--- src/rtl/tpg_pkg.sv ---
// Shared types and constants for the tach period to PWM gauge block.
// No dependencies; every other file in rtl/ refers to this package by scoped names.
package tpg_pkg;

	// Width of the divider's dividend and quotient (ticks_per_second, 255 * rate)
	localparam int DVD_W = 16;
	localparam int TPS_W = 16;
	localparam int RL_W  = 8;
	localparam int DUTY_W = 8;
	localparam int CFG_IDX_W = 1;

	localparam logic [TPS_W-1:0]  TPS_RESET     = 16'd31250;
	localparam logic [RL_W-1:0]   REDLINE_RESET = 8'd141;
	localparam logic [DUTY_W-1:0] LEVEL_FULL    = 8'd255;

	// Configuration register indexes
	localparam logic [CFG_IDX_W-1:0] CFG_TPS     = 1'b0;
	localparam logic [CFG_IDX_W-1:0] CFG_REDLINE = 1'b1;

	typedef enum logic [1:0] {
		ST_IDLE,
		ST_RATE,
		ST_LEVEL,
		ST_HOLD
	} state_t;

	typedef struct packed {
		logic             start;
		logic [DVD_W-1:0] dividend;
	} div_req_t;

	typedef struct packed {
		logic             done;
		logic [DVD_W-1:0] quotient;
	} div_rsp_t;

	typedef struct packed {
		logic              load;
		logic [DUTY_W-1:0] green;
		logic [DUTY_W-1:0] red;
		logic              running;
	} res_t;

endpackage

--- src/rtl/tpg_ifs.sv ---
// Valid/ready channel interfaces for the gauge input items and result items.
// Depends on tpg_pkg for the duty width.
interface tpg_in_if;
	logic valid;
	logic ready;
	logic time_tick;
	logic ignition_pulse;

	modport source (output valid, output time_tick, output ignition_pulse, input ready);
	modport sink (input valid, input time_tick, input ignition_pulse, output ready);
endinterface

interface tpg_out_if;
	logic                      valid;
	logic                      ready;
	logic [tpg_pkg::DUTY_W-1:0] green_duty;
	logic [tpg_pkg::DUTY_W-1:0] red_duty;
	logic                      engine_running;

	modport source (output valid, output green_duty, output red_duty,
		output engine_running, input ready);
	modport sink (input valid, input green_duty, input red_duty,
		input engine_running, output ready);
endinterface

--- src/rtl/tpg_div.sv ---
// Shared restoring divider, one quotient bit per cycle, producing a DVD_W-bit quotient.
// Depends on tpg_pkg for the request and response structs.
module tpg_div #(
	parameter int COUNT_WIDTH = 16
) (
	input  logic                clk,
	input  logic                arst_n,
	input  tpg_pkg::div_req_t   req,
	input  logic [(COUNT_WIDTH > tpg_pkg::DVD_W ? COUNT_WIDTH : tpg_pkg::DVD_W)-1:0] divisor,
	output tpg_pkg::div_rsp_t   rsp
);

	localparam int DW = (COUNT_WIDTH > tpg_pkg::DVD_W) ? COUNT_WIDTH : tpg_pkg::DVD_W;
	localparam int STEP_W = $clog2(tpg_pkg::DVD_W);
	localparam logic [STEP_W-1:0] LAST_STEP = STEP_W'(tpg_pkg::DVD_W - 1);

	logic                      busy_q;
	logic                      done_q;
	logic [STEP_W-1:0]         step_q;
	logic [DW-1:0]             rem_q;
	logic [DW-1:0]             dsr_q;
	logic [tpg_pkg::DVD_W-1:0] quot_q;

	logic [DW:0] rem_sh;
	logic [DW:0] rem_sub;
	logic        fits;

	always_comb begin
		rem_sh  = {rem_q, quot_q[tpg_pkg::DVD_W-1]};
		fits    = (rem_sh >= {1'b0, dsr_q});
		rem_sub = rem_sh - {1'b0, dsr_q};
	end

	always_ff @(posedge clk or negedge arst_n) begin
		if (!arst_n) begin
			busy_q <= 1'b0;
			done_q <= 1'b0;
			step_q <= '0;
		end else begin
			done_q <= 1'b0;
			if (req.start) begin
				busy_q <= 1'b1;
				step_q <= '0;
			end else if (busy_q) begin
				step_q <= step_q + 1'b1;
				if (step_q == LAST_STEP) begin
					busy_q <= 1'b0;
					done_q <= 1'b1;
				end
			end
		end
	end

	// shift remainder and dividend left, bring in one quotient bit
	always_ff @(posedge clk) begin
		if (req.start) begin
			rem_q  <= '0;
			dsr_q  <= divisor;
			quot_q <= req.dividend;
		end else if (busy_q) begin
			rem_q  <= fits ? rem_sub[DW-1:0] : rem_sh[DW-1:0];
			quot_q <= {quot_q[tpg_pkg::DVD_W-2:0], fits};
		end
	end

	assign rsp.done     = done_q;
	assign rsp.quotient = quot_q;

endmodule

--- src/rtl/tpg_ctrl.sv ---
// Tick counter, running flag, gauge levels and the sequencer that drives the divider.
// Depends on tpg_pkg for state, request, response and result types.
module tpg_ctrl #(
	parameter int COUNT_WIDTH = 16
) (
	input  logic                         clk,
	input  logic                         arst_n,
	input  logic                         item_valid,
	input  logic                         time_tick,
	input  logic                         ignition_pulse,
	output logic                         item_ready,
	input  logic [tpg_pkg::TPS_W-1:0]    tps,
	input  logic [tpg_pkg::RL_W-1:0]     redline,
	input  logic                         out_free,
	output tpg_pkg::div_req_t            div_req,
	output logic [(COUNT_WIDTH > tpg_pkg::DVD_W ? COUNT_WIDTH : tpg_pkg::DVD_W)-1:0] div_dsr,
	input  tpg_pkg::div_rsp_t            div_rsp,
	output tpg_pkg::res_t                res
);

	localparam int DW = (COUNT_WIDTH > tpg_pkg::DVD_W) ? COUNT_WIDTH : tpg_pkg::DVD_W;

	tpg_pkg::state_t state_q, state_nx;

	logic [COUNT_WIDTH-1:0]     count_q;
	logic                       running_q;
	logic [tpg_pkg::DUTY_W-1:0] red_q;
	logic [tpg_pkg::DUTY_W-1:0] green_q;

	logic                       accept;
	logic [COUNT_WIDTH-1:0]     count_tk;
	logic [DW-1:0]              tps_ext;
	logic                       timeout;
	logic                       full_red;
	logic                       rate_clamp;
	logic [tpg_pkg::DUTY_W-1:0] rate_lo;
	logic [tpg_pkg::DVD_W-1:0]  scaled;

	always_comb begin
		accept   = item_valid && (state_q == tpg_pkg::ST_IDLE);
		tps_ext  = DW'(tps);
		count_tk = count_q;
		if (time_tick && (DW'(count_q) < tps_ext) && (count_q != '1))
			count_tk = count_q + 1'b1;
		timeout  = running_q && (DW'(count_tk) >= tps_ext);
		// zero redline or zero count both mean full red, no division needed
		full_red = (redline == '0) || (count_tk == '0);
		rate_clamp = (div_rsp.quotient >= tpg_pkg::DVD_W'(redline));
		rate_lo  = div_rsp.quotient[tpg_pkg::DUTY_W-1:0];
		// 255 * rate as (rate << 8) - rate
		scaled   = {rate_lo, 8'd0} - {8'd0, rate_lo};
	end

	always_comb begin
		state_nx = state_q;
		case (state_q)
			tpg_pkg::ST_IDLE: begin
				if (accept)
					state_nx = (ignition_pulse && !full_red) ? tpg_pkg::ST_RATE
						: tpg_pkg::ST_HOLD;
			end
			tpg_pkg::ST_RATE: begin
				if (div_rsp.done)
					state_nx = rate_clamp ? tpg_pkg::ST_HOLD : tpg_pkg::ST_LEVEL;
			end
			tpg_pkg::ST_LEVEL: begin
				if (div_rsp.done)
					state_nx = tpg_pkg::ST_HOLD;
			end
			tpg_pkg::ST_HOLD: begin
				if (out_free)
					state_nx = tpg_pkg::ST_IDLE;
			end
			default: state_nx = tpg_pkg::ST_IDLE;
		endcase
	end

	always_comb begin
		item_ready = (state_q == tpg_pkg::ST_IDLE);
		div_req.start    = 1'b0;
		div_req.dividend = tps;
		div_dsr          = DW'(count_tk);
		case (state_q)
			tpg_pkg::ST_IDLE: begin
				div_req.start = accept && ignition_pulse && !full_red;
			end
			tpg_pkg::ST_RATE: begin
				div_req.start    = div_rsp.done && !rate_clamp;
				div_req.dividend = scaled;
				div_dsr          = DW'(redline);
			end
			default: begin
				div_req.start = 1'b0;
			end
		endcase
		res.load    = (state_q == tpg_pkg::ST_HOLD) && out_free;
		res.green   = green_q;
		res.red     = red_q;
		res.running = running_q;
	end

	always_ff @(posedge clk or negedge arst_n) begin
		if (!arst_n) begin
			state_q   <= tpg_pkg::ST_IDLE;
			count_q   <= '0;
			running_q <= 1'b0;
			red_q     <= '0;
			green_q   <= '0;
		end else begin
			state_q <= state_nx;
			if (accept) begin
				if (ignition_pulse) begin
					count_q   <= '0;
					running_q <= 1'b1;
					if (full_red) begin
						red_q   <= tpg_pkg::LEVEL_FULL;
						green_q <= '0;
					end
				end else begin
					count_q <= count_tk;
					if (timeout) begin
						running_q <= 1'b0;
						red_q     <= '0;
						green_q   <= '0;
					end
				end
			end
			if (state_q == tpg_pkg::ST_RATE && div_rsp.done && rate_clamp) begin
				red_q   <= tpg_pkg::LEVEL_FULL;
				green_q <= '0;
			end
			if (state_q == tpg_pkg::ST_LEVEL && div_rsp.done) begin
				red_q   <= rate_lo;
				green_q <= tpg_pkg::LEVEL_FULL - rate_lo;
			end
		end
	end

endmodule

--- src/rtl/tach_period_to_pwm_gauge_unit.sv ---
// Top level of the tach period to PWM gauge: configuration registers and result register.
// Depends on tpg_pkg, tpg_ifs, tpg_div and tpg_ctrl.
//
//  channel | direction | payload                                   | handshake
//  item    | in        | time_tick, ignition_pulse                 | valid/ready
//  result  | out       | green_duty, red_duty, engine_running      | valid/ready
//  cfg     | in        | cfg_index, cfg_wdata                      | cfg_we only
//
// A transaction without an ignition pulse goes from idle straight to the hold state. A pulse
// transaction makes two passes through the shared bit-serial divider (rate, then gauge
// level) before the hold state; a zero count, zero redline or clamped rate skips
// one or both passes. Reset clears the count, running flag and duties and loads the
// register defaults. A stalled result holds in the result register; the next
// transaction is taken while it waits, and its result waits in the sequencer.
module tach_period_to_pwm_gauge_unit #(
	parameter int COUNT_WIDTH = 16
) (
	input  logic                             clk,
	input  logic                             arst_n,
	input  logic                             cfg_we,
	input  logic [tpg_pkg::CFG_IDX_W-1:0]    cfg_index,
	input  logic [tpg_pkg::TPS_W-1:0]        cfg_wdata,
	tpg_in_if.sink                           item,
	tpg_out_if.source                        result
);

	localparam int DW = (COUNT_WIDTH > tpg_pkg::DVD_W) ? COUNT_WIDTH : tpg_pkg::DVD_W;

	logic [tpg_pkg::TPS_W-1:0]  tps_q;
	logic [tpg_pkg::RL_W-1:0]   redline_q;

	logic                       out_valid_q;
	logic [tpg_pkg::DUTY_W-1:0] green_q;
	logic [tpg_pkg::DUTY_W-1:0] red_q;
	logic                       running_q;

	logic                       out_free;
	logic                       item_ready;
	tpg_pkg::div_req_t          div_req;
	tpg_pkg::div_rsp_t          div_rsp;
	logic [DW-1:0]              div_dsr;
	tpg_pkg::res_t              res;

	// Load the register that the index selects on each write.
	always_ff @(posedge clk or negedge arst_n) begin
		if (!arst_n) begin
			tps_q     <= tpg_pkg::TPS_RESET;
			redline_q <= tpg_pkg::REDLINE_RESET;
		end else if (cfg_we) begin
			case (cfg_index)
				tpg_pkg::CFG_TPS:     tps_q     <= cfg_wdata;
				tpg_pkg::CFG_REDLINE: redline_q <= cfg_wdata[tpg_pkg::RL_W-1:0];
				default: ;
			endcase
		end
	end

	// The result slot frees when empty or when its transaction completes this cycle.
	assign out_free   = !out_valid_q || result.ready;
	assign item.ready = item_ready;

	tpg_ctrl #(
		.COUNT_WIDTH (COUNT_WIDTH)
	) u_ctrl (
		.clk            (clk),
		.arst_n         (arst_n),
		.item_valid     (item.valid),
		.time_tick      (item.time_tick),
		.ignition_pulse (item.ignition_pulse),
		.item_ready     (item_ready),
		.tps            (tps_q),
		.redline        (redline_q),
		.out_free       (out_free),
		.div_req        (div_req),
		.div_dsr        (div_dsr),
		.div_rsp        (div_rsp),
		.res            (res)
	);

	tpg_div #(
		.COUNT_WIDTH (COUNT_WIDTH)
	) u_div (
		.clk     (clk),
		.arst_n  (arst_n),
		.req     (div_req),
		.divisor (div_dsr),
		.rsp     (div_rsp)
	);

	// Result register: load on a finished transaction, drop valid once taken.
	always_ff @(posedge clk or negedge arst_n) begin
		if (!arst_n) begin
			out_valid_q <= 1'b0;
		end else if (res.load) begin
			out_valid_q <= 1'b1;
		end else if (result.ready) begin
			out_valid_q <= 1'b0;
		end
	end

	always_ff @(posedge clk) begin
		if (res.load) begin
			green_q   <= res.green;
			red_q     <= res.red;
			running_q <= res.running;
		end
	end

	assign result.valid          = out_valid_q;
	assign result.green_duty     = green_q;
	assign result.red_duty       = red_q;
	assign result.engine_running = running_q;

endmodule

--- src/flat_wrapper.sv ---
// flat-port wrapper written by rule: the top's interface ports become plain ports
module tach_period_to_pwm_gauge_unit_flat 
#(
	parameter int COUNT_WIDTH = 16
)
  (clk, arst_n, cfg_we, cfg_index, cfg_wdata, item_valid, item_time_tick, item_ignition_pulse, item_ready, result_valid, result_green_duty, result_red_duty, result_engine_running, result_ready);
  tpg_in_if item_i ();
  tpg_out_if result_i ();
  input  logic clk;
  input  logic arst_n;
  input  logic cfg_we;
  input  logic [tpg_pkg::CFG_IDX_W-1:0] cfg_index;
  input  logic [tpg_pkg::TPS_W-1:0] cfg_wdata;
  input wire logic [$bits(item_i.valid)-1:0] item_valid;
  input wire logic [$bits(item_i.time_tick)-1:0] item_time_tick;
  input wire logic [$bits(item_i.ignition_pulse)-1:0] item_ignition_pulse;
  output wire logic [$bits(item_i.ready)-1:0] item_ready;
  output wire logic [$bits(result_i.valid)-1:0] result_valid;
  output wire logic [$bits(result_i.green_duty)-1:0] result_green_duty;
  output wire logic [$bits(result_i.red_duty)-1:0] result_red_duty;
  output wire logic [$bits(result_i.engine_running)-1:0] result_engine_running;
  input wire logic [$bits(result_i.ready)-1:0] result_ready;
  assign item_i.valid = item_valid;
  assign item_i.time_tick = item_time_tick;
  assign item_i.ignition_pulse = item_ignition_pulse;
  assign item_ready = item_i.ready;
  assign result_valid = result_i.valid;
  assign result_green_duty = result_i.green_duty;
  assign result_red_duty = result_i.red_duty;
  assign result_engine_running = result_i.engine_running;
  assign result_i.ready = result_ready;
  tach_period_to_pwm_gauge_unit #(.COUNT_WIDTH(COUNT_WIDTH)) u_core (.clk(clk), .arst_n(arst_n), .cfg_we(cfg_we), .cfg_index(cfg_index), .cfg_wdata(cfg_wdata), .item(item_i), .result(result_i));
endmodule
--- config.mk ---
export PLATFORM = sky130hd
export DESIGN_NAME = tach_period_to_pwm_gauge_unit_flat
export DESIGN_NICKNAME = d
export VERILOG_FILES = /design/src/rtl/tpg_pkg.sv /design/src/rtl/tpg_ifs.sv /design/src/rtl/tpg_div.sv /design/src/rtl/tpg_ctrl.sv /design/src/rtl/tach_period_to_pwm_gauge_unit.sv /design/src/flat_wrapper.sv
export SDC_FILE = /design/constraint.sdc
export NUM_CORES = 1
export LEC_CHECK = 0
export BUFFER_PORTS_ARGS = -buffer_cell sky130_fd_sc_hd__buf_4
export CAP_MARGIN = 25
export CORE_ASPECT_RATIO = 1.25
export CORE_UTILIZATION = 54
export DETAILED_ROUTE_END_ITERATION = 12
export GPL_TIMING_DRIVEN = 0
export PLACE_DENSITY = 0.81
export SLEW_MARGIN = 10
export SYNTH_ARGS = -nofsm -noshare
export SYNTH_HDL_FRONTEND = slang
export SYNTH_SLANG_ARGS = --single-unit
--- constraint.sdc ---
create_clock -name clk -period 4.8 [get_ports clk]
set_input_delay 1.2 -clock clk [delete_from_list [all_inputs] [get_ports clk]]
set_output_delay 1.2 -clock clk [all_outputs]
set_load 0.02 [all_outputs]
==> run_summary.xml <==
<?xml version="1.0" encoding="UTF-8"?>
<metrics>
  <group name="power_and_ir_drop">
    <metric name="power.leakage" unit="nW">4.02</metric>
    <metric name="pwr_density_cell" unit="nW/um^2">567</metric>
    <metric name="ir_worst_vdd" unit="V">0.000370</metric>
  </group>
  <group name="finish">
    <metric name="post_layout_net_count" unit="">991</metric>
    <metric name="drive_above_1_share" unit="%">19.0</metric>
    <metric name="most-common-layout-cells" unit="">sky130_fd_sc_hd__nand2_1, sky130_fd_sc_hd__buf_4, sky130_fd_sc_hd__ha_1</metric>
    <metric name="design_area" unit="sq um">9380</metric>
    <metric name="antenna_cells_inserted" unit="">0</metric>
    <metric name="fillers" unit="">1120</metric>
    <metric name="area_growth" unit="%">17.2</metric>
    <metric name="layout_commonest_cell" unit="">sky130_fd_sc_hd__nand2_1</metric>
  </group>
  <group name="yosys">
    <metric name="mappedNetlistArea" unit="sq um">8010</metric>
    <metric name="ys.warnings.count" unit="">0</metric>
    <metric name="postSynthRegisterBits" unit="">131</metric>
    <metric name="ys_async_sr_fraction" unit="%">50.4</metric>
    <metric name="synth_edf_count" unit="">49</metric>
    <metric name="synth.distinct_cells" unit="">72</metric>
    <metric name="post_synth_main_area_contributors" unit="">sky130_fd_sc_hd__edfxtp_1, sky130_fd_sc_hd__dfrtp_1, sky130_fd_sc_hd__ha_1, sky130_fd_sc_hd__dfxtp_1, sky130_fd_sc_hd__dfstp_2</metric>
    <metric name="yosys.area.top_type" unit="">sky130_fd_sc_hd__edfxtp_1</metric>
    <metric name="dominantRegCellSynth" unit="">sky130_fd_sc_hd__dfrtp_1</metric>
    <metric name="synthesis.instances" unit="">828</metric>
    <metric name="avgSynthCellArea" unit="sq um">9.67</metric>
    <metric name="post-synth-top-area-fraction" unit="%">18.4</metric>
    <metric name="synth_sequential_area_ratio" unit="%">43.2</metric>
    <metric name="syn_nets" unit="">914</metric>
  </group>
  <group name="placement">
    <metric name="globalplace.congestion" unit="">0.946</metric>
    <metric name="dp_hpwl" unit="um">15000</metric>
    <metric name="buffer_ports.inserted" unit="">42</metric>
    <metric name="dpl-instance-area" unit="sq um">8540</metric>
  </group>
  <group name="global_routing">
    <metric name="global_route_usage_sum" unit="%">27.8</metric>
    <metric name="antenna_found_initial" unit="">0</metric>
    <metric name="grt_first_pass_wirelength" unit="um">33200</metric>
    <metric name="grt_start_max_net_pins" unit="">67</metric>
    <metric name="overflow" unit="">0</metric>
    <metric name="vias_in_the_first_global_route" unit="">6562</metric>
  </group>
  <group name="timing">
    <metric name="fin_crit" unit="ns">4.69</metric>
    <metric name="tns" unit="ns">0</metric>
    <metric name="worst-slew-pin-transition" unit="ns">0.892</metric>
    <metric name="timing.slew.headroom" unit="%">40.5</metric>
    <metric name="finalCritPeriodShare" unit="%">97.8</metric>
    <metric name="timing_hold_violations_final" unit="">0</metric>
    <metric name="worst_clock_skew" unit="ns">0.00992</metric>
    <metric name="max_freq" unit="MHz">213</metric>
    <metric name="timing_max_transition_violations_final" unit="">0</metric>
    <metric name="setup_violators_final" unit="">0</metric>
  </group>
  <group name="floorplanning">
    <metric name="num_rows" unit="">49</metric>
    <metric name="design.core.area" unit="sq um">14400</metric>
    <metric name="die_area" unit="sq um">15300</metric>
    <metric name="fp.dieH" unit="um">138</metric>
    <metric name="initial_utilization" unit="%">55.6</metric>
    <metric name="die_x" unit="um">111</metric>
    <metric name="top_level_ports" unit="">43</metric>
  </group>
  <group name="critical_path">
    <metric name="critical_path_class" unit="">reg -&gt; reg</metric>
    <metric name="timing.rr.end" unit="">u_core.u_ctrl.red_q[6]$_DFFE_PN0P_</metric>
    <metric name="crit_chain" unit="">clkinvlp_4 &gt; ha_4 &gt; and3_4 &gt; nand3_1 &gt; or4_1 &gt; and4_1 &gt; buf_6 &gt; and2_4 &gt; nand2_2 &gt; nor2_1 &gt; xnor2_2 &gt; inv_1 &gt; ha_1 &gt; nand3_2 &gt; or3_4 &gt; or2_2 &gt; o311ai_4 &gt; a311oi_1 &gt; buf_4 &gt; o21ai_4 &gt; mux2_1</metric>
    <metric name="crit_path_start_kind" unit="">flip-flop</metric>
    <metric name="worst_path_dominant_cell_family" unit="">simple AND/OR/NAND/NOR gates</metric>
    <metric name="r2r_setup_slack" unit="ns">0.11</metric>
    <metric name="critical_path_peak_fanout" unit="">8</metric>
    <metric name="rr_startpoint" unit="">u_core.tps_q[14]$_DFFE_PN1P_</metric>
    <metric name="cpPeakStageDelay" unit="ns">0.54</metric>
    <metric name="crit_path_top_delay_cell" unit="">sky130_fd_sc_hd__dfstp_2</metric>
    <metric name="arrival_time_of_data_at_the_critical_path_endpoint" unit="ns">5.01</metric>
    <metric name="timing.critical_path.buf_inv" unit="">4</metric>
    <metric name="timing.critical_path.required" unit="ns">5.11</metric>
    <metric name="ff2ff_path_depth" unit="">21</metric>
    <metric name="crit_path_end_kind" unit="">flip-flop</metric>
  </group>
  <group name="flow_run">
    <metric name="cap_viol_max_count" unit="">0</metric>
  </group>
  <group name="hold_path">
    <metric name="hold_class" unit="">reg -&gt; reg</metric>
    <metric name="worst_hold_path.num_cells" unit="">0</metric>
    <metric name="hold_path.startpoint" unit="">u_core.u_ctrl.red_q[2]$_DFFE_PN0P_</metric>
    <metric name="timing.hold.worst_endpoint" unit="">u_core.result.red_duty[2]$_DFFE_PP_</metric>
  </group>
  <group name="clock_network">
    <metric name="cts.root.buffer_cell" unit="">sky130_fd_sc_hd__clkbuf_16</metric>
    <metric name="worst_skew_pair.late_latency" unit="ns">0.43</metric>
    <metric name="cts_tree" unit="">done</metric>
    <metric name="clk_transition_reported_paths" unit="ns">0.06</metric>
    <metric name="clock_sinks" unit="">131</metric>
    <metric name="clock_tree.htree_level_count" unit="">4</metric>
    <metric name="buffers_from_clock_root_to_sink_at_most" unit="">2</metric>
    <metric name="tritoncts.num_buffers" unit="">17</metric>
  </group>
  <group name="drt">
    <metric name="dr.first_iter.drc_count" unit="">631</metric>
    <metric name="first_pass_iters" unit="">5</metric>
    <metric name="viasPerCell" unit="">6.23</metric>
    <metric name="wl_per_cell" unit="um">19.2</metric>
    <metric name="drcViolationCount" unit="">0</metric>
    <metric name="routed-via-count" unit="">6828</metric>
    <metric name="ant_nets" unit="">0</metric>
    <metric name="wl" unit="um">21000</metric>
  </group>
  <group name="run_status">
    <metric name="run_status" unit="">finished, final reports clean</metric>
  </group>
</metrics>
## flip-flops by register name, summed over array words and instances, names as in the netlist
name                          cells
u_core.redline_q                  8
u_core.result.valid               1
u_core.result.red_duty            8
u_core.u_ctrl.state_q             2
u_core.u_div.busy_q               1
u_core.tps_q                     16
u_core.u_div.dsr_q               16
u_core.u_div.step_q               4
u_core.u_ctrl.red_q               8
u_core.u_ctrl.running_q           1
u_core.result.engine_running      1
u_core.result.green_duty          8
u_core.u_ctrl.count_q            16
u_core.u_div.done_q               1
u_core.u_div.rem_q               16
u_core.u_ctrl.green_q             8
u_core.u_div.quot_q              16
## per-layer routing
layer  vias to the layer above  global-route usage (%)  wire length (um)
li1                       3163                       -                 -
met1                      3332                    32.6              8190
met2                       271                    48.3             10700
met3                        62                    5.35              1300
met4                         0                    13.8               827
met5                         -                       0                 0
## power breakdown
group          total, mW  internal, mW  switching (mW)
Clock               1.15         0.665           0.486
Sequential          1.86          1.60           0.261
Combinational       2.30         0.969            1.34
## worst register-to-register path: cells and delay by family, from the launching register on
kind                     cells  cell delay, ns
AND/OR/NAND/NOR             10            2.02
buffers and inverters        4            0.51
flip-flops                   1            0.54
XOR/XNOR                     1            0.23
multiplexers                 1            0.34
AO/OA/AOI/OAI                3            0.36
adder cells (fa/ha/maj)      2            0.59
## final cells by class
class | instances | area [sq um] | share of cell area (%)
inverter | 58 | 221 | 2.36
sequential | 131 | 3460 | 36.8
buffer | 41 | 199 | 2.12
clock buffer | 21 | 450 | 4.80
clock inverter | 11 | 66.3 | 0.707
tap | 178 | 223 | 2.37
multi-input combinational | 598 | 4330 | 46.1
timing repair buffer | 58 | 439 | 4.68
## synth_stat cells (all sizes together), types with 16 or more instances
| cell type | number |
|---|---|
| nand2 | 76 |
| ha | 61 |
| inv | 58 |
| o21ai | 58 |
| dfrtp | 55 |
| nor2 | 55 |
| edfxtp | 49 |
| a21oi | 46 |
| clkbuf | 25 |
| xnor2 | 24 |
| nand3 | 22 |
| a211oi | 20 |
| mux2 | 20 |
| nor3 | 18 |
| buf | 16 |
| dfxtp | 16 |
| nand4 | 16 |
## through the flow
stage / hold WS, ns / total power, mW / cells / util, % / setup slack (ns)
2_1_floorplan: 0.418 / 3.47 / 828 / - / 0.384
3_3_place_gp: 0.425 / 4.02 / 1048 / 59.3 / -0.467
3_5_place_dp: 0.434 / 4.09 / 1048 / 59.3 / -0.535
4_1_cts: 0.450 / 5.27 / 1083 / 63.5 / 0.00797
5_1_grt: 0.460 / 5.64 / 1096 / 65.1 / -0.0735
6_report: 0.450 / 5.32 / 1096 / 65.1 / 0.105
## logic make-up (layout without fill, tap and decap cells)
| group | count (synthesis) | count (layout) | share of synthesized area, % |
|---|---|---|---|
| compound gates | 209 | 209 | 17.4 |
| flops | 131 | 131 | 43.2 |
| xor+xnor | 32 | 32 | 3.50 |
| mux | 32 | 32 | 4.74 |
| fa+ha+maj | 62 | 62 | 9.78 |
| buf+inv | 99 | 189 | 5.16 |
| simple gates | 263 | 263 | 16.3 |
## worst max path at each step
stage,end,from,cells after the start,slack (ns)
floorplan,u_core.u_ctrl.red_q[6]$_DFFE_PN0P_,item_time_tick,17,0.38
global placement,u_core.u_ctrl.red_q[6]$_DFFE_PN0P_,item_time_tick,17,-0.47
detailed placement,u_core.u_ctrl.red_q[6]$_DFFE_PN0P_,item_time_tick,17,-0.53
CTS,u_core.u_ctrl.red_q[6]$_DFFE_PN0P_,u_core.tps_q[12]$_DFFE_PN1P_,22,0.008
global route,u_core.u_ctrl.red_q[6]$_DFFE_PN0P_,u_core.tps_q[12]$_DFFE_PN1P_,19,-0.07
finish,u_core.u_ctrl.red_q[6]$_DFFE_PN0P_,u_core.tps_q[14]$_DFFE_PN1P_,21,0.11
## what timing repair did
action	4_1_cts	5_1_grt
resized for setup	13	24
buffers inserted	3	13
hold buffers	0	0
pin swaps	2	11
endpoints found under the setup margin	16	16
gates cloned	0	0
Note: power is estimated with default switching activity, not from simulation.
